## config.mk

```make
export PLATFORM = sky130hd
export DESIGN_NAME = serial_line_rgb_hex_command_top
export DESIGN_NICKNAME = d
export VERILOG_FILES = /design/src/rtl/slrhc_pkg.sv /design/src/rtl/slrhc_front.sv /design/src/rtl/slrhc_cmdq.sv /design/src/rtl/slrhc_back.sv /design/src/rtl/serial_line_rgb_hex_command_top.sv
export SDC_FILE = /design/constraint.sdc
export NUM_CORES = 1
export LEC_CHECK = 0
export ABC_AREA = 1
export BUFFER_PORTS_ARGS = -buffer_cell sky130_fd_sc_hd__buf_2
export CORE_MARGIN = 1.5
export CORE_UTILIZATION = 40
export DETAILED_ROUTE_END_ITERATION = 12
export GPL_TIMING_DRIVEN = 0
export PLACE_DENSITY = 0.67
export SYNTH_ARGS = -nofsm -noshare
export SYNTH_HDL_FRONTEND = slang
export SYNTH_SLANG_ARGS = --single-unit
```

## constraint.sdc

```tcl
create_clock -name clk -period 8.8 [get_ports clk]
set_input_delay 0.44 -clock clk [delete_from_list [all_inputs] [get_ports clk]]
set_output_delay 0.44 -clock clk [all_outputs]
set_load 0.005 [all_outputs]
```

## src/rtl/slrhc_pkg.sv

```systemverilog
// Package for the serial RGB command block: sizes, character codes, command
// record passed from front to back, hex decode and erase sequence. No deps.
package slrhc_pkg;

    localparam int LINE_MAX  = 50;
    localparam int HEAD_LEN  = 7;
    localparam int CNT_W     = $clog2(LINE_MAX + 1);
    localparam int MAXLEN_W  = 6;
    localparam int CMP_W     = (CNT_W > MAXLEN_W) ? CNT_W : MAXLEN_W;
    localparam int CFG_AW    = 1;
    localparam int CMDQ_DEPTH = 4;
    localparam int CMDQ_AW   = $clog2(CMDQ_DEPTH);
    localparam int STEP_W    = 3;

    localparam logic [CFG_AW-1:0] CFG_ECHO_PLAIN = 1'b0;
    localparam logic [CFG_AW-1:0] CFG_MAX_LEN    = 1'b1;

    localparam logic [7:0] CH_DEL   = 8'd127;
    localparam logic [7:0] CH_CR    = 8'd13;
    localparam logic [7:0] CH_LF    = 8'd10;
    localparam logic [7:0] CH_NUL   = 8'd0;
    localparam logic [7:0] CH_ESC   = 8'd27;
    localparam logic [7:0] CH_SPACE = 8'd32;
    localparam logic [7:0] CH_TILDE = 8'd126;
    localparam logic [7:0] CH_HASH  = 8'h23;
    localparam logic [7:0] CH_STAR  = 8'h2A;
    localparam logic [7:0] CH_LBRK  = 8'h5B;
    localparam logic [7:0] CH_ONE   = 8'h31;
    localparam logic [7:0] CH_D     = 8'h44;
    localparam logic [7:0] CH_K     = 8'h4B;

    localparam logic [STEP_W-1:0] ERASE_LAST = 3'd6;

    typedef enum logic [1:0] {
        KIND_ECHO  = 2'd0,
        KIND_ERASE = 2'd1,
        KIND_CRLF  = 2'd2,
        KIND_LF    = 2'd3
    } kind_t;

    typedef struct packed {
        kind_t      kind;
        logic [7:0] echo;
        logic       done;
        logic       ok;
        logic [7:0] red;
        logic [7:0] green;
        logic [7:0] blue;
    } cmd_t;

    // {valid, nibble}
    function automatic logic [4:0] hex_nibble(input logic [7:0] c);
        logic [7:0] d;
        begin
            d = 8'd0;
            if (c >= 8'h30 && c <= 8'h39) begin
                d = c - 8'h30;
                hex_nibble = {1'b1, d[3:0]};
            end else if (c >= 8'h61 && c <= 8'h66) begin
                d = c - 8'h57;
                hex_nibble = {1'b1, d[3:0]};
            end else if (c >= 8'h41 && c <= 8'h46) begin
                d = c - 8'h37;
                hex_nibble = {1'b1, d[3:0]};
            end else begin
                hex_nibble = {1'b0, d[3:0]};
            end
        end
    endfunction

    // ESC [ 1 D ESC [ K
    function automatic logic [7:0] erase_byte(input logic [STEP_W-1:0] i);
        begin
            unique case (i)
                3'd0:    erase_byte = CH_ESC;
                3'd1:    erase_byte = CH_LBRK;
                3'd2:    erase_byte = CH_ONE;
                3'd3:    erase_byte = CH_D;
                3'd4:    erase_byte = CH_ESC;
                3'd5:    erase_byte = CH_LBRK;
                3'd6:    erase_byte = CH_K;
                default: erase_byte = CH_NUL;
            endcase
        end
    endfunction

endpackage

```

## src/rtl/slrhc_front.sv

```systemverilog
// Front end: takes received bytes, edits the line buffer, parses #rrggbb at
// line end, keeps config and duty registers, pushes commands. Uses slrhc_pkg.
module slrhc_front
    import slrhc_pkg::*;
(
    input  logic              clk,
    input  logic              rst_n,
    input  logic              push,
    input  logic [7:0]        rx_byte,
    output logic              full,
    input  logic              cfg_we,
    input  logic [CFG_AW-1:0] cfg_addr,
    input  logic [MAXLEN_W-1:0] cfg_data,
    input  logic              q_full,
    output logic              q_push,
    output cmd_t              q_cmd
);

    logic                echo_plain_reg;
    logic [MAXLEN_W-1:0] max_len_reg;
    logic [CNT_W-1:0]    char_count_reg, char_count_next;
    logic [7:0]          head_reg [HEAD_LEN];
    logic [7:0]          head_next [HEAD_LEN];
    logic [7:0]          red_reg, green_reg, blue_reg;
    logic [7:0]          red_next, green_next, blue_next;

    logic             accept;
    logic             is_del, is_cr, is_lf, is_print;
    logic [CNT_W-1:0] cnt_inc, cnt_after;
    logic             ends;
    logic             ok;
    logic [4:0]       nib [6];
    logic             hex_ok;

    assign full   = q_full;
    assign accept = push && !q_full;

    assign is_del   = (rx_byte == CH_DEL);
    assign is_cr    = (rx_byte == CH_CR);
    assign is_lf    = (rx_byte == CH_LF);
    assign is_print = (rx_byte >= CH_SPACE) && (rx_byte < CH_TILDE);

    assign cnt_inc   = char_count_reg + CNT_W'(1);
    assign cnt_after = is_print ? cnt_inc : char_count_reg;

    always_comb
    begin
        for (int i = 0; i < HEAD_LEN; i++)
        begin
            head_next[i] = (is_print && char_count_reg == CNT_W'(i)) ? rx_byte : head_reg[i];
        end
    end

    // parse sees the character stored by this byte as well
    always_comb
    begin
        hex_ok = 1'b1;
        for (int i = 0; i < 6; i++)
        begin
            nib[i] = hex_nibble(head_next[i + 1]);
            hex_ok = hex_ok && nib[i][4];
        end
    end

    assign ok = (cnt_after >= CNT_W'(HEAD_LEN)) && (head_next[0] == CH_HASH) && hex_ok;

    assign ends = is_cr || is_lf ||
                  (is_print && ((CMP_W'(cnt_inc) >= CMP_W'(max_len_reg)) ||
                                (cnt_inc >= CNT_W'(LINE_MAX))));

    always_comb
    begin
        char_count_next = char_count_reg;
        red_next        = red_reg;
        green_next      = green_reg;
        blue_next       = blue_reg;
        q_push          = 1'b0;
        q_cmd.kind      = KIND_ECHO;
        q_cmd.echo      = echo_plain_reg ? rx_byte : CH_STAR;
        q_cmd.done      = ends;
        q_cmd.ok        = ends && ok;
        if (accept)
        begin
            if (is_del)
            begin
                q_cmd.kind = KIND_ERASE;
                if (char_count_reg != '0)
                begin
                    char_count_next = char_count_reg - CNT_W'(1);
                    q_push          = 1'b1;
                end
            end
            else if (is_cr || is_lf || is_print)
            begin
                q_push = 1'b1;
                if (is_cr)
                begin
                    q_cmd.kind = KIND_CRLF;
                end
                else if (is_lf)
                begin
                    q_cmd.kind = KIND_LF;
                end
                char_count_next = ends ? '0 : cnt_inc;
                if (ends && ok)
                begin
                    red_next   = ~{nib[0][3:0], nib[1][3:0]};
                    green_next = ~{nib[2][3:0], nib[3][3:0]};
                    blue_next  = ~{nib[4][3:0], nib[5][3:0]};
                end
            end
        end
        q_cmd.red   = red_next;
        q_cmd.green = green_next;
        q_cmd.blue  = blue_next;
    end

    always_ff @(posedge clk or negedge rst_n)
    begin
        if (!rst_n)
        begin
            echo_plain_reg <= 1'b1;
            max_len_reg    <= MAXLEN_W'(49);
            char_count_reg <= '0;
            red_reg        <= 8'hFF;
            green_reg      <= 8'hFF;
            blue_reg       <= 8'hFF;
        end
        else
        begin
            if (cfg_we)
            begin
                unique case (cfg_addr)
                    CFG_ECHO_PLAIN: echo_plain_reg <= cfg_data[0];
                    CFG_MAX_LEN:    max_len_reg    <= cfg_data;
                    default:        ;
                endcase
            end
            char_count_reg <= char_count_next;
            red_reg        <= red_next;
            green_reg      <= green_next;
            blue_reg       <= blue_next;
        end
    end

    // line head has no reset; entries are only read after being written
    always_ff @(posedge clk)
    begin
        if (accept)
        begin
            for (int i = 0; i < HEAD_LEN; i++)
            begin
                head_reg[i] <= head_next[i];
            end
        end
    end

endmodule

```

## src/rtl/slrhc_cmdq.sv

```systemverilog
// Small command FIFO between front and back of the serial RGB command block.
// Uses cmd_t from slrhc_pkg.
module slrhc_cmdq
    import slrhc_pkg::*;
(
    input  logic clk,
    input  logic rst_n,
    input  logic wr_en,
    input  cmd_t wr_data,
    output logic q_full,
    input  logic rd_en,
    output cmd_t rd_data,
    output logic q_empty
);

    cmd_t               mem [CMDQ_DEPTH];
    logic [CMDQ_AW-1:0] wr_ptr_reg, rd_ptr_reg;
    logic [CMDQ_AW:0]   count_reg;

    assign q_full  = (count_reg == (CMDQ_AW+1)'(CMDQ_DEPTH));
    assign q_empty = (count_reg == '0);
    assign rd_data = mem[rd_ptr_reg];

    always_ff @(posedge clk)
    begin
        if (wr_en)
        begin
            mem[wr_ptr_reg] <= wr_data;
        end
    end

    always_ff @(posedge clk or negedge rst_n)
    begin
        if (!rst_n)
        begin
            wr_ptr_reg <= '0;
            rd_ptr_reg <= '0;
            count_reg  <= '0;
        end
        else
        begin
            if (wr_en)
            begin
                wr_ptr_reg <= wr_ptr_reg + CMDQ_AW'(1);
            end
            if (rd_en)
            begin
                rd_ptr_reg <= rd_ptr_reg + CMDQ_AW'(1);
            end
            if (wr_en && !rd_en)
            begin
                count_reg <= count_reg + (CMDQ_AW+1)'(1);
            end
            else if (rd_en && !wr_en)
            begin
                count_reg <= count_reg - (CMDQ_AW+1)'(1);
            end
        end
    end

endmodule

```

## src/rtl/slrhc_back.sv

```systemverilog
// Back end: expands each queued command into result bytes, one per cycle when
// the one-entry output register is empty or popped. Uses slrhc_pkg.
module slrhc_back
    import slrhc_pkg::*;
(
    input  logic       clk,
    input  logic       rst_n,
    input  logic       q_empty,
    input  cmd_t       q_data,
    output logic       q_pop,
    output logic       empty,
    input  logic       pop,
    output logic [7:0] tx_byte,
    output logic       tx_present,
    output logic       line_done,
    output logic       color_ok,
    output logic [7:0] red_duty,
    output logic [7:0] green_duty,
    output logic [7:0] blue_duty,
    output logic       last
);

    logic              out_valid_reg;
    logic [STEP_W-1:0] step_reg, step_next;
    logic              load;
    logic [7:0]        tx_c;
    logic              present_c, done_c, last_c;

    logic [7:0] tx_reg, red_reg, green_reg, blue_reg;
    logic       present_reg, done_reg, ok_reg, last_reg;

    assign load  = !q_empty && (!out_valid_reg || pop);
    assign empty = !out_valid_reg;

    always_comb
    begin
        tx_c      = q_data.echo;
        present_c = 1'b1;
        done_c    = 1'b0;
        last_c    = 1'b1;
        unique case (q_data.kind)
            KIND_ECHO:
            begin
                done_c = q_data.done;
            end
            KIND_ERASE:
            begin
                tx_c   = erase_byte(step_reg);
                last_c = (step_reg == ERASE_LAST);
            end
            KIND_CRLF:
            begin
                // CR first, then LF which closes the line
                tx_c   = (step_reg == '0) ? CH_CR : CH_LF;
                done_c = (step_reg != '0);
                last_c = (step_reg != '0);
            end
            KIND_LF:
            begin
                tx_c      = CH_NUL;
                present_c = 1'b0;
                done_c    = 1'b1;
            end
            default: ;
        endcase
    end

    assign q_pop     = load && last_c;
    assign step_next = load ? (last_c ? '0 : step_reg + STEP_W'(1)) : step_reg;

    always_ff @(posedge clk or negedge rst_n)
    begin
        if (!rst_n)
        begin
            out_valid_reg <= 1'b0;
            step_reg      <= '0;
        end
        else
        begin
            step_reg <= step_next;
            if (load)
            begin
                out_valid_reg <= 1'b1;
            end
            else if (pop)
            begin
                out_valid_reg <= 1'b0;
            end
        end
    end

    always_ff @(posedge clk)
    begin
        if (load)
        begin
            tx_reg      <= tx_c;
            present_reg <= present_c;
            done_reg    <= done_c;
            ok_reg      <= done_c && q_data.ok;
            last_reg    <= last_c;
            red_reg     <= q_data.red;
            green_reg   <= q_data.green;
            blue_reg    <= q_data.blue;
        end
    end

    assign tx_byte    = tx_reg;
    assign tx_present = present_reg;
    assign line_done  = done_reg;
    assign color_ok   = ok_reg;
    assign last       = last_reg;
    assign red_duty   = red_reg;
    assign green_duty = green_reg;
    assign blue_duty  = blue_reg;

endmodule

```

## src/rtl/serial_line_rgb_hex_command_top.sv

```systemverilog
// Serial line editor that sets three PWM duties from a "#rrggbb" command line.
// The front end takes one received byte per clock whenever its four-entry
// command queue has room (full low), updates the line and, at line end,
// parses the color and queues it in that same cycle. The back end drains
// the queue at one result per clock while its output register is empty or
// popped: a printable byte or LF gives 1 result, CR gives 2, DEL gives 7,
// so sustained throughput is set by the back end's step counter. Bytes that
// cause no result put nothing into the queue. No clearing pass after reset.
// Depends on slrhc_pkg, slrhc_front, slrhc_cmdq and slrhc_back.
module serial_line_rgb_hex_command_top
    import slrhc_pkg::*;
(
    input  logic                clk,
    input  logic                rst_n,
    input  logic                push,
    input  logic [7:0]          rx_byte,
    output logic                full,
    output logic                empty,
    input  logic                pop,
    output logic [7:0]          tx_byte,
    output logic                tx_present,
    output logic                line_done,
    output logic                color_ok,
    output logic [7:0]          red_duty,
    output logic [7:0]          green_duty,
    output logic [7:0]          blue_duty,
    output logic                last,
    input  logic                cfg_we,
    input  logic [CFG_AW-1:0]   cfg_addr,
    input  logic [MAXLEN_W-1:0] cfg_data
);

    logic q_full, q_empty, q_push, q_pop;
    cmd_t q_wr, q_rd;

    slrhc_front u_front (
        .clk      (clk),
        .rst_n    (rst_n),
        .push     (push),
        .rx_byte  (rx_byte),
        .full     (full),
        .cfg_we   (cfg_we),
        .cfg_addr (cfg_addr),
        .cfg_data (cfg_data),
        .q_full   (q_full),
        .q_push   (q_push),
        .q_cmd    (q_wr)
    );

    slrhc_cmdq u_cmdq (
        .clk     (clk),
        .rst_n   (rst_n),
        .wr_en   (q_push),
        .wr_data (q_wr),
        .q_full  (q_full),
        .rd_en   (q_pop),
        .rd_data (q_rd),
        .q_empty (q_empty)
    );

    slrhc_back u_back (
        .clk        (clk),
        .rst_n      (rst_n),
        .q_empty    (q_empty),
        .q_data     (q_rd),
        .q_pop      (q_pop),
        .empty      (empty),
        .pop        (pop),
        .tx_byte    (tx_byte),
        .tx_present (tx_present),
        .line_done  (line_done),
        .color_ok   (color_ok),
        .red_duty   (red_duty),
        .green_duty (green_duty),
        .blue_duty  (blue_duty),
        .last       (last)
    );

endmodule

```

Word-level counts from Yosys, hierarchy flattened
Memories as Yosys holds them, arrays and structs flattened.
Cells that the tools add are included.
- memories: 2
- RAM bits: 200
- output and inout port bits: 38
- register bits: 84
- word-level logic and storage cells: 244
- memory list (memory ; words ; width ; read ports ; clocked after Yosys merged registers in ; wr ports ; line ; source):
    u_cmdq.mem ; 4 ; 36 ; 1 ; 0 ; 1 ; slrhc_cmdq.sv:16 ; cmd_t mem [CMDQ_DEPTH];
    u_front.head_reg ; 7 ; 8 ; 7 ; 0 ; 7 ; slrhc_front.sv:22 ; logic [7:0] head_reg [HEAD_LEN];
- muxes and demuxes: 67
- reductions and logical operators: 65
- magnitude comparators: 41
- equality and inequality tests: 21
- $add $sub $neg: 25
- bitwise gates (word level): 4
- operators by type and width (kind ; count):
    two-way mux 8 bit ; 20
    >= comparator 8 x 7 -> 1 bit (second input constant) ; 12
    less-or-equal comparator 8 x 7 -> 1 bit (second input constant) ; 12
    two-way mux 5 bit ; 18
    >= comparator 8 x 6 -> 1 bit (second input constant) ; 7
    less-or-equal comparator 8 x 6 -> 1 bit (second input constant) ; 6
    subtractor 4 x 3 -> 4 bit (second input constant) ; 12
    logical AND 1 bit ; 41
    one-hot mux 7 bit (5 select lines) ; 1
    two-way mux 6 bit ; 5
    NOT 8 bit ; 3
    one-hot mux 8 bit (3 select lines) ; 1
    subtractor 4 x 1 -> 4 bit (second input constant) ; 6
    == test 6 x 3 -> 1 bit (second input constant) ; 3
    == test 8 x 4 -> 1 bit (second input constant) ; 2
    == test 3 bit (second input constant) ; 4
    == test 6 x 2 -> 1 bit (second input constant) ; 2
    two-way mux 3 bit ; 4
    two-way mux 1 bit ; 11
    two-way mux 2 bit ; 5
    == test 8 x 6 -> 1 bit (second input constant) ; 1
    == test 8 x 7 -> 1 bit (second input constant) ; 1
    less-than comparator 8 x 7 -> 1 bit (second input constant) ; 1
    adder 3 x 1 -> 3 bit (second input constant) ; 2
    other kinds (27) ; 43

Depth between registers and ports, before layout
Gate-level depths: netlist (run 1).
- depth after elaboration: 20
- gate-level depth with buffers: 24
- gate-level depth less buffers: 21

By module
Synthesis (run 1) repeated with hierarchy kept, for this count alone.
- cell total of the unflattened synthesis: 1353
- area, all modules: 14139.8 µm²
- by module, submodules not included (module ; cells each ; seq. area each (µm²) ; area an instance (µm²) ; instances):
    slrhc_front ; 766 ; 2642.5 ; 6327.3 ; 1
    slrhc_cmdq ; 467 ; 4499.3 ; 6158.4 ; 1
    slrhc_back ; 120 ; 1181.1 ; 1654.1 ; 1

Worst setup path after synthesis (run 1)
OpenSTA, ideal clock, no wires.
- path type: input -> register
- from: input rx_byte[5]
- to: memory u_cmdq.mem[0][0] in the netlist's numbering (enable)
- setup slack: 4.758 ns
- data required time: 8.371 ns
- arrival: 3.613 ns
- path buffers: 4
- library setup time: 0.429 ns
- stages: 12
- cell sequence: buf_4 > nand2_1 > nor2_1 > nand2_4 > buf_6 > buf_6 > nor2_1 > clkinv_1 > nand3_1 > nand2_1 > clkbuf_1 > nor2_1
- cells in the longest elaborated chain, start to end: 8
- elaborated cells between the ends (all ways): 13
- those cells by class: 2 x order compare; 3 x eq/ne; 5 x mux; 3 x reduce/logical
- RTL lines (what ; line ; source):
    start, declared ; serial_line_rgb_hex_command_top.sv:16 ; input logic [7:0] rx_byte,
    >= comparator 8 x 6 -> 1 bit (tied with other cells) ; slrhc_front.sv:41 ; assign is_print = (rx_byte >= CH_SPACE) && (rx_byte < CH_TILDE);
    logical AND 1 bit or logical OR 1 bit (tied branches) ; slrhc_front.sv:41, slrhc_front.sv:93 ;
    logical OR 1 bit ; slrhc_front.sv:93 ; else if (is_cr || is_lf || is_print)
    two-way mux 1 bit ; slrhc_front.sv:93 ;
    two-way mux 1 bit * ; slrhc_front.sv:84 ; if (is_del)
    two-way mux 1 bit * ; slrhc_front.sv:82 ; if (accept)
    two-way mux 1 bit * ; slrhc_cmdq.sv:26 ; if (wr_en)
    two-way mux 1 bit (not written as such) * ; slrhc_cmdq.sv:28 ; mem[wr_ptr_reg] <= wr_data;
    end, declared ; slrhc_cmdq.sv:16 ;
Every way passes the cells marked *; elsewhere a longest branch is shown, timed or not.

==> impl_metrics.yaml, run 1 <==
critical_path:
  cp_max_fo: 10
  critPathCaptureType: "flop"
  cp.arrival_ns: 4.44
  cp.required_ns: 9.08
  crit_chain: "inv_1 > ha_1 > nand2_1 > nor2_2 > nand3_2 > o21ai_1 > inv_1 > ha_1 > or2_2 > nand2_1 > nand2_1 > nand2_2 > nand2_1 > nand2_1 > nor2_2 > nand3_2 > buf_6 > buf_6 > nand2_1 > o21ai_1"
  cp_slowest_stage_delay_ns: 0.45
  slowest_stage: "dfrtp_1"
  worstSetupPathType: "reg2reg"
  critPathTopFamily: "simple AND/OR/NAND/NOR gates"
  startpoint_type: "flop"
  critPathBufInv: 4
  crit_top_cell: "nand2_1"
routing:
  antenna_left: 0
  vias: 9494
  wl_per_cell_um: 15.6
  dr.pass1.iters: 5
  vias_per_cell: 5.00
  drcViolationCount: 0
  drtIter0Drc: 705
  wirelength_mm: 29.6
yosys:
  yosysTopAreaCell: "edfxtp_1"
  netlist_area_mm2: 0.0136
  synth_area_leaders: "edfxtp_1, nand2_1, dfstp_2"
  synthAdderAreaFrac_pct: 4.74
  synth_mux_area_share_pct: 0.0827
  avgSynthCellArea_um2: 10.2
  yosysWarnings: 0
  ys_seq_area_share_pct: 61.1
  netlist.area_leader.share_pct: 52.1
  synth-xor-area-share_pct: 0.450
  postSynthCellCount: 1339
  synth-compound-area-share_pct: 8.64
  synth.distinct_cells: 44
  synth_seq_cells: 284
  synth_nets: 1410
  synth_top_family_by_area: "simple AND/OR/NAND/NOR gates"
  synth-simple-area-share_pct: 18.2
status:
  status: "complete, no violations"
clock_network:
  postCtsSetupBuffers: 0
  ctsRootBufferMaster: "clkbuf_16"
  numCtsBuffers: 29
  post_cts_resized: 0
  ctsLongestPathBuffers: 3
  cts_sinks: 284
  hold_buffers: 0
  clkLatencyLatePin_ns: 0.54
  cts_tree: "built"
  cts-htree-levels: 1
  clk_pin_slew_ns: 0.06
floorplanning:
  io_pins: 58
  start_util_pct: 40.6
  row_count: 67
  core_mm2: 0.0335
  die_y_um: 187
  fp.dieW_um: 187
  dieArea_mm2: 0.0351
power:
  p_leak_nw: 6.49
  power_frac_seq_pct: 40.4
  total_power_mw: 4.63
  peakVddDrop_mv: 0.144
  p_int_mw: 3.06
  p_sw_mw: 1.57
  comb_power_share_pct: 31.2
  p_per_area_mw_per_mm2: 296
  swShare_pct: 33.9
  power_frac_clock_pct: 28.4
timing:
  min_period_over_period_pct: 47.3
  period_needed_ns: 4.16
  skew_ns: 0.0157
  rsz0062_at_grt: "false"
  worstMarginPinSlew_ns: 1.12
  drv_slew: 0
  slew_headroom_pct: 25.4
  hold-worst-slack_ns: 0.0847
  setup_tns_ns: 0
  fmax_mhz: 240
  layout_setup_ws_ns: 4.64
  setup-violations-final: 0
  finalHoldViolCount: 0
final_layout:
  final_nets: 1498
  stdcell_count: 1898
  drive_above_1_share_pct: 14.6
  area_growth_pct: 14.7
  n_antenna_cell: 0
  design_area_mm2: 0.0156
  final_core_util_pct: 46.6
  largest_register_ffs: 144
place:
  placed_area_mm2: 0.0146
  dp_hpwl_mm: 20.8
  gp_congestion: 0.847
  port_buffers: 52
  dp_cells: 1844
  place_ws_ns: 4.70
global_routing:
  grt_start_max_net_pins: 49
  antenna_found_initial: 0
  grt_first_pass_wirelength_mm: 47.1
  grt_usage_pct: 16.6
  gr-total-overflow: 0
  grt_pass1_vias: 8957
hold_path:
  holdCritPathClass: "in2reg"
flow_run:
  maxCapViolCount: 0
-- power groups by stage --
stage / clock [mW] / sequential [mW] / combinational (mW)
CTS: 1.34 / 1.87 / 1.45
detailed placement: 0 / 1.90 / 1.44
global route: 1.39 / 1.89 / 1.62
finish: 1.32 / 1.87 / 1.44
global placement: 0 / 1.90 / 1.39
floorplan: 0 / 1.90 / 0.948
-- cells in the mapped netlist (all sizes together) --
library cell,number
nand2,300
edfxtp,236
inv,168
nor2,153
o21ai,129
nand3,54
ha,50
nand4,43
a21oi,37
dfstp,28
clkbuf,27
o22ai,26
buf,22
dfrtp,20
or2,7
xor2,6
nor3,5
a22oi,4
a31oi,4
a21boi,3
a221o,3
nor4,3
a32o,2
a32oi,2
clkinv,2
fa,1
mux2,1
nor3b,1
o211ai,1
xnor2,1
-- layout make-up --
cell class,count,area [um2]
plain buffers,49,275
clock buffers,36,782
clock inverters,18,263
fillers,3095,17900
inverters,170,641
multi-input cells,836,4400
flip-flops and latches,284,8320
well taps,448,561
repair buffers,57,368
-- layer usage --
metal  track usage, %  vias up  wire, um
met3             1.93       41      1290
met1             22.1     4517     13500
li1                 -     4712         -
met2             29.1      224     14200
met4             3.97        0       529
met5                0        -         0
-- worst paths after layout --
path	from	to	slack [ns]	cells past startpoint
min reg2reg	u_front.max_len_reg[5]$_DFFE_PN1P_	u_front.max_len_reg[5]$_DFFE_PN1P_	0.48	2
min	cfg_we	u_front.echo_plain_reg$_DFFE_PN1P_	0.08	2
max	u_front.char_count_reg[1]$_DFFE_PN0P_	u_cmdq.mem[2][14]$_DFFE_PP_	4.64	20
max in group asynchronous	rst_n	u_cmdq.rd_ptr_reg[1]$_DFFE_PN0P_	7.99	1
max reg2reg	u_front.char_count_reg[1]$_DFFE_PN0P_	u_cmdq.mem[2][14]$_DFFE_PP_	4.64	20
min in group asynchronous	rst_n	u_front.char_count_reg[1]$_DFFE_PN0P_	0.10	1
-- cells in the final DEF, fill, tap and decap left out, types with 31 or more instances in the layout --
master	Yosys	layout
nor2_1	139	135
o21ai_0	101	101
nand4_1	43	43
clkbuf_1	27	31
a21oi_1	36	36
inv_1	161	159
nand3_1	49	49
edfxtp_1	236	236
nand2_1	289	289
buf_2	7	59
ha_1	50	50
-- cell families (layout without fill, tap and decap cells) --
| family | Yosys count | after routing |
|---|---|---|
| xor+xnor | 7 | 7 |
| flops | 284 | 284 |
| compound gates | 211 | 211 |
| fa+ha+maj | 51 | 51 |
| mux | 1 | 1 |
| simple gates | 566 | 566 |
| buf+inv | 219 | 330 |
No activity file was read; power rests on OpenSTA's default activity.
==> run 2: changes to the inputs <==
--- a/config.mk
+++ b/config.mk
@@ -5,7 +5,7 @@
 export SDC_FILE = /design/constraint.sdc
 export NUM_CORES = 1
 export LEC_CHECK = 0
-export ABC_AREA = 1
+export ABC_AREA = 0
 export BUFFER_PORTS_ARGS = -buffer_cell sky130_fd_sc_hd__buf_2
 export CORE_MARGIN = 1.5
 export CORE_UTILIZATION = 40
==> constraint.sdc (replaced) <==
create_clock -name clk -period 3.9 [get_ports clk]
set_input_delay 0.195 -clock clk [delete_from_list [all_inputs] [get_ports clk]]
set_output_delay 0.195 -clock clk [all_outputs]
set_load 0.005 [all_outputs]
==> run 2 against run 1 <==
Against the previous run:
- the flow now finishes with violations (setup timing)
- sequential share of layout area fell by 1.8 points
- critical path depth is 2 lower
- clock power up 120%
- fmax decreased by 2.6%
- global-route usage grew 0.84 points
- design area rose by 3.6%
- clock skew grew 0.0016 ns
- first-iteration DRC count is 31% higher
- combinational power is 130% higher
- register-to-register slack worse by 5.0 ns
- critical endpoint is now u_cmdq.mem[1][1]$_DFFE_PP_
==> impl_metrics.yaml, run 2 <==
status:
  status: "finished, violations left"
  violations: "setup timing"
final_layout:
  fillers: 2822
  drive_above_1_share_pct: 32.8
  largest_register_ffs: 144
  area_growth_pct: 21.1
  layout_common_cells: "edfxtp_1, buf_2, o21ai_0, inv_1, ha_1"
  regArea_mm2: 0.00833
  final_nets: 1129
  multi_input_area_mm2: 0.00505
  layout_commonest_cell: "edfxtp_1"
routing:
  wl_per_cell_um: 19.4
  vias: 8331
  dr.pass1.iters: 6
  drtIter0Drc: 923
  antenna_left: 0
  wirelength_mm: 29.6
  vias_per_cell: 5.46
  drcViolationCount: 0
hold_path:
  holdCritPathClass: "in2reg"
critical_path:
  critPathTopFamily: "buffers and inverters"
  cp.required_ns: 4.21
  critPathBufInv: 6
  cp.arrival_ns: 4.58
  critPathCaptureType: "flop"
  cp_slowest_stage_delay_ns: 0.37
  cp_max_fo: 10
  slowest_stage: "dfrtp_1"
  crit_chain: "buf_6 > nor4_4 > buf_4 > o2111ai_2 > buf_4 > mux2i_4 > inv_1 > ha_1 > nand2b_1 > o21ai_0 > mux2i_1 > o21ai_0 > a21oi_2 > nor2b_2 > nor4b_4 > buf_6 > buf_12 > mux2_4"
  startpoint_type: "flop"
  worstSetupPathType: "reg2reg"
clock_network:
  ctsRootBufferMaster: "clkbuf_16"
  cts-htree-levels: 1
  cts_tree: "built"
  numCtsBuffers: 30
  clk_pin_slew_ns: 0.06
  ctsLongestPathBuffers: 3
  clkLatencyLatePin_ns: 0.58
  cts_sinks: 284
yosys:
  synth_area_leaders: "edfxtp_1, mux4_2, dfstp_2"
  yosysWarnings: 0
  synth_commonest_cells: "edfxtp_1, mux2_2, o21ai_0"
  synth_enable_flop_cells: 236
  synth_nets: 988
  ys_seq_area_share_pct: 62.3
  netlist.area_leader.share_pct: 53.0
  yosysTopAreaCell: "edfxtp_1"
  async_flop_share_pct: 16.9
  synth_ff_type: "edfxtp_1"
  postSynthCellCount: 917
  synth_seq_cells: 284
  avgSynthCellArea_um2: 14.6
  synth.distinct_cells: 74
  netlist_area_mm2: 0.0134
  yosysMostFrequentCell: "edfxtp_1"
global_routing:
  grt_usage_pct: 17.5
  grt_pass1_vias: 8246
  gr-total-overflow: 0
  grt_first_pass_wirelength_mm: 46.3
  antenna_found_initial: 4
  grt_start_max_net_pins: 49
timing:
  slew_headroom_pct: 21.1
  skew_ns: 0.0173
  min_period_over_period_pct: 110
  worstMarginPinSlew_ns: 1.18
  finalHoldViolCount: 0
  rsz0062_at_grt: "true"
  layout_setup_ws_ns: -0.373
  period_needed_ns: 4.27
  setup-violations-final: 124
  drv_slew: 0
  fmax_mhz: 234
power:
  p_per_area_mw_per_mm2: 649
  power_frac_clock_pct: 27.5
  p_leak_nw: 5.83
  total_power_mw: 10.5
  power_frac_seq_pct: 41.3
  p_sw_mw: 3.32
  swShare_pct: 31.6
  comb_power_share_pct: 31.2
  peakVddDrop_mv: 0.401
  p_int_mw: 7.18
floorplanning:
  die_y_um: 186
  core_mm2: 0.0327
  dieArea_mm2: 0.0345
  start_util_pct: 40.9
  row_count: 66
  io_pins: 58
  fp.dieW_um: 186
place:
  port_buffers: 57
  place_ws_ns: -1.18
  dp_hpwl_mm: 19.1
  gp_congestion: 0.894
flow_run:
  maxCapViolCount: 0
[run 2: cell types whose count changed after synthesis, sizes merged, moves of 22 or more]
cell   before  now
nor2      153   37
o22ai      26    4
mux4        0   36
nand2     300   48
nand3      54   14
mux2        1   67
inv       168   51
o21ai     129   56
nand4      43    8
[run 2: per-layer routing]
metal | share of wire, % | track usage (%)
met5 | 0.034 | 0
met4 | 2.3 | 4.87
met3 | 6.1 | 2.99
met2 | 47 | 27.8
met1 | 45 | 24.7
[run 2: metrics by stage]
stage | TNS, ns | cells | utilization (%) | area (um2) | hold WS (ns)
6_report | -39.07 | 1526 | 49.5 | 16200 | 0.141
5_1_grt | -57.82 | 1525 | 49.5 | 16200 | 0.170
4_1_cts | -39.06 | 1515 | 49.1 | 16000 | 0.148
3_3_place_gp | -277.89 | 1416 | 43.9 | 14300 | 0.398
2_1_floorplan | -22.59 | 917 | - | 13500 | -0.101
3_5_place_dp | -195.85 | 1420 | 44.1 | 14400 | 0.401
[run 2: tightest hold or removal path: cells and delay by family]
kind          cells  cell delay, ns
buf+inv           1            0.10
simple gates      1            0.19
mux               1            0.19
[run 2: worst paths after layout]
check | start | cells after the start | to | slack, ns
max | u_front.char_count_reg[3]$_DFFE_PN0P_ | 18 | u_cmdq.mem[1][1]$_DFFE_PP_ | -0.37
min | cfg_addr | 3 | u_front.max_len_reg[3]$_DFFE_PN0P_ | 0.14
max reg2reg | u_front.char_count_reg[3]$_DFFE_PN0P_ | 18 | u_cmdq.mem[1][1]$_DFFE_PP_ | -0.37
min reg2reg | u_cmdq.count_reg[2]$_DFFE_PN0P_ | 1 | u_cmdq.count_reg[2]$_DFFE_PN0P_ | 0.49
max in group asynchronous | rst_n | 2 | u_cmdq.rd_ptr_reg[0]$_DFFE_PN0P_ | 2.64
min in group asynchronous | rst_n | 2 | u_front.max_len_reg[3]$_DFFE_PN0P_ | 0.40
[run 2: final cells by class]
type	count	share of cell area (%)
sequential	284	51.5
inverter	51	1.21
buffer	29	1.23
clock buffer	34	4.80
antenna	2	0.0309
timing repair buffer	110	5.05
clock inverter	22	1.46
timing repair inverter	2	0.0774
multi-input combinational	550	31.2
tap	442	3.42
[run 2: cell families after synthesis]
logic type | synth area share [%]
flip-flops | 62.3
multiplexers | 13.3
AND/OR/NAND/NOR | 8.31
adder cells (fa/ha/maj) | 4.83
buffers and inverters | 2.53
XOR/XNOR | 0.656
AO/OA/AOI/OAI | 8.08
[run 2: timing repair]
item,in CTS,in global routing
endpoints found under the setup margin,277,126
resized for setup,61,15
buffers inserted,30,10
hold buffers,9,0
pin swaps,16,11
hold endpoints to repair,28,0
cloned,3,1
[run 2: power by group through the flow]
| stage | sequential (mW) | clock [mW] | combinational (mW) |
|---|---|---|---|
| finish | 4.34 | 2.89 | 3.28 |
| global route | 4.41 | 3.07 | 3.61 |
| CTS | 4.32 | 2.95 | 3.25 |
| detailed placement | 4.34 | 0 | 3.05 |
| global placement | 4.34 | 0 | 2.97 |
| floorplan | 4.30 | 0 | 2.13 |
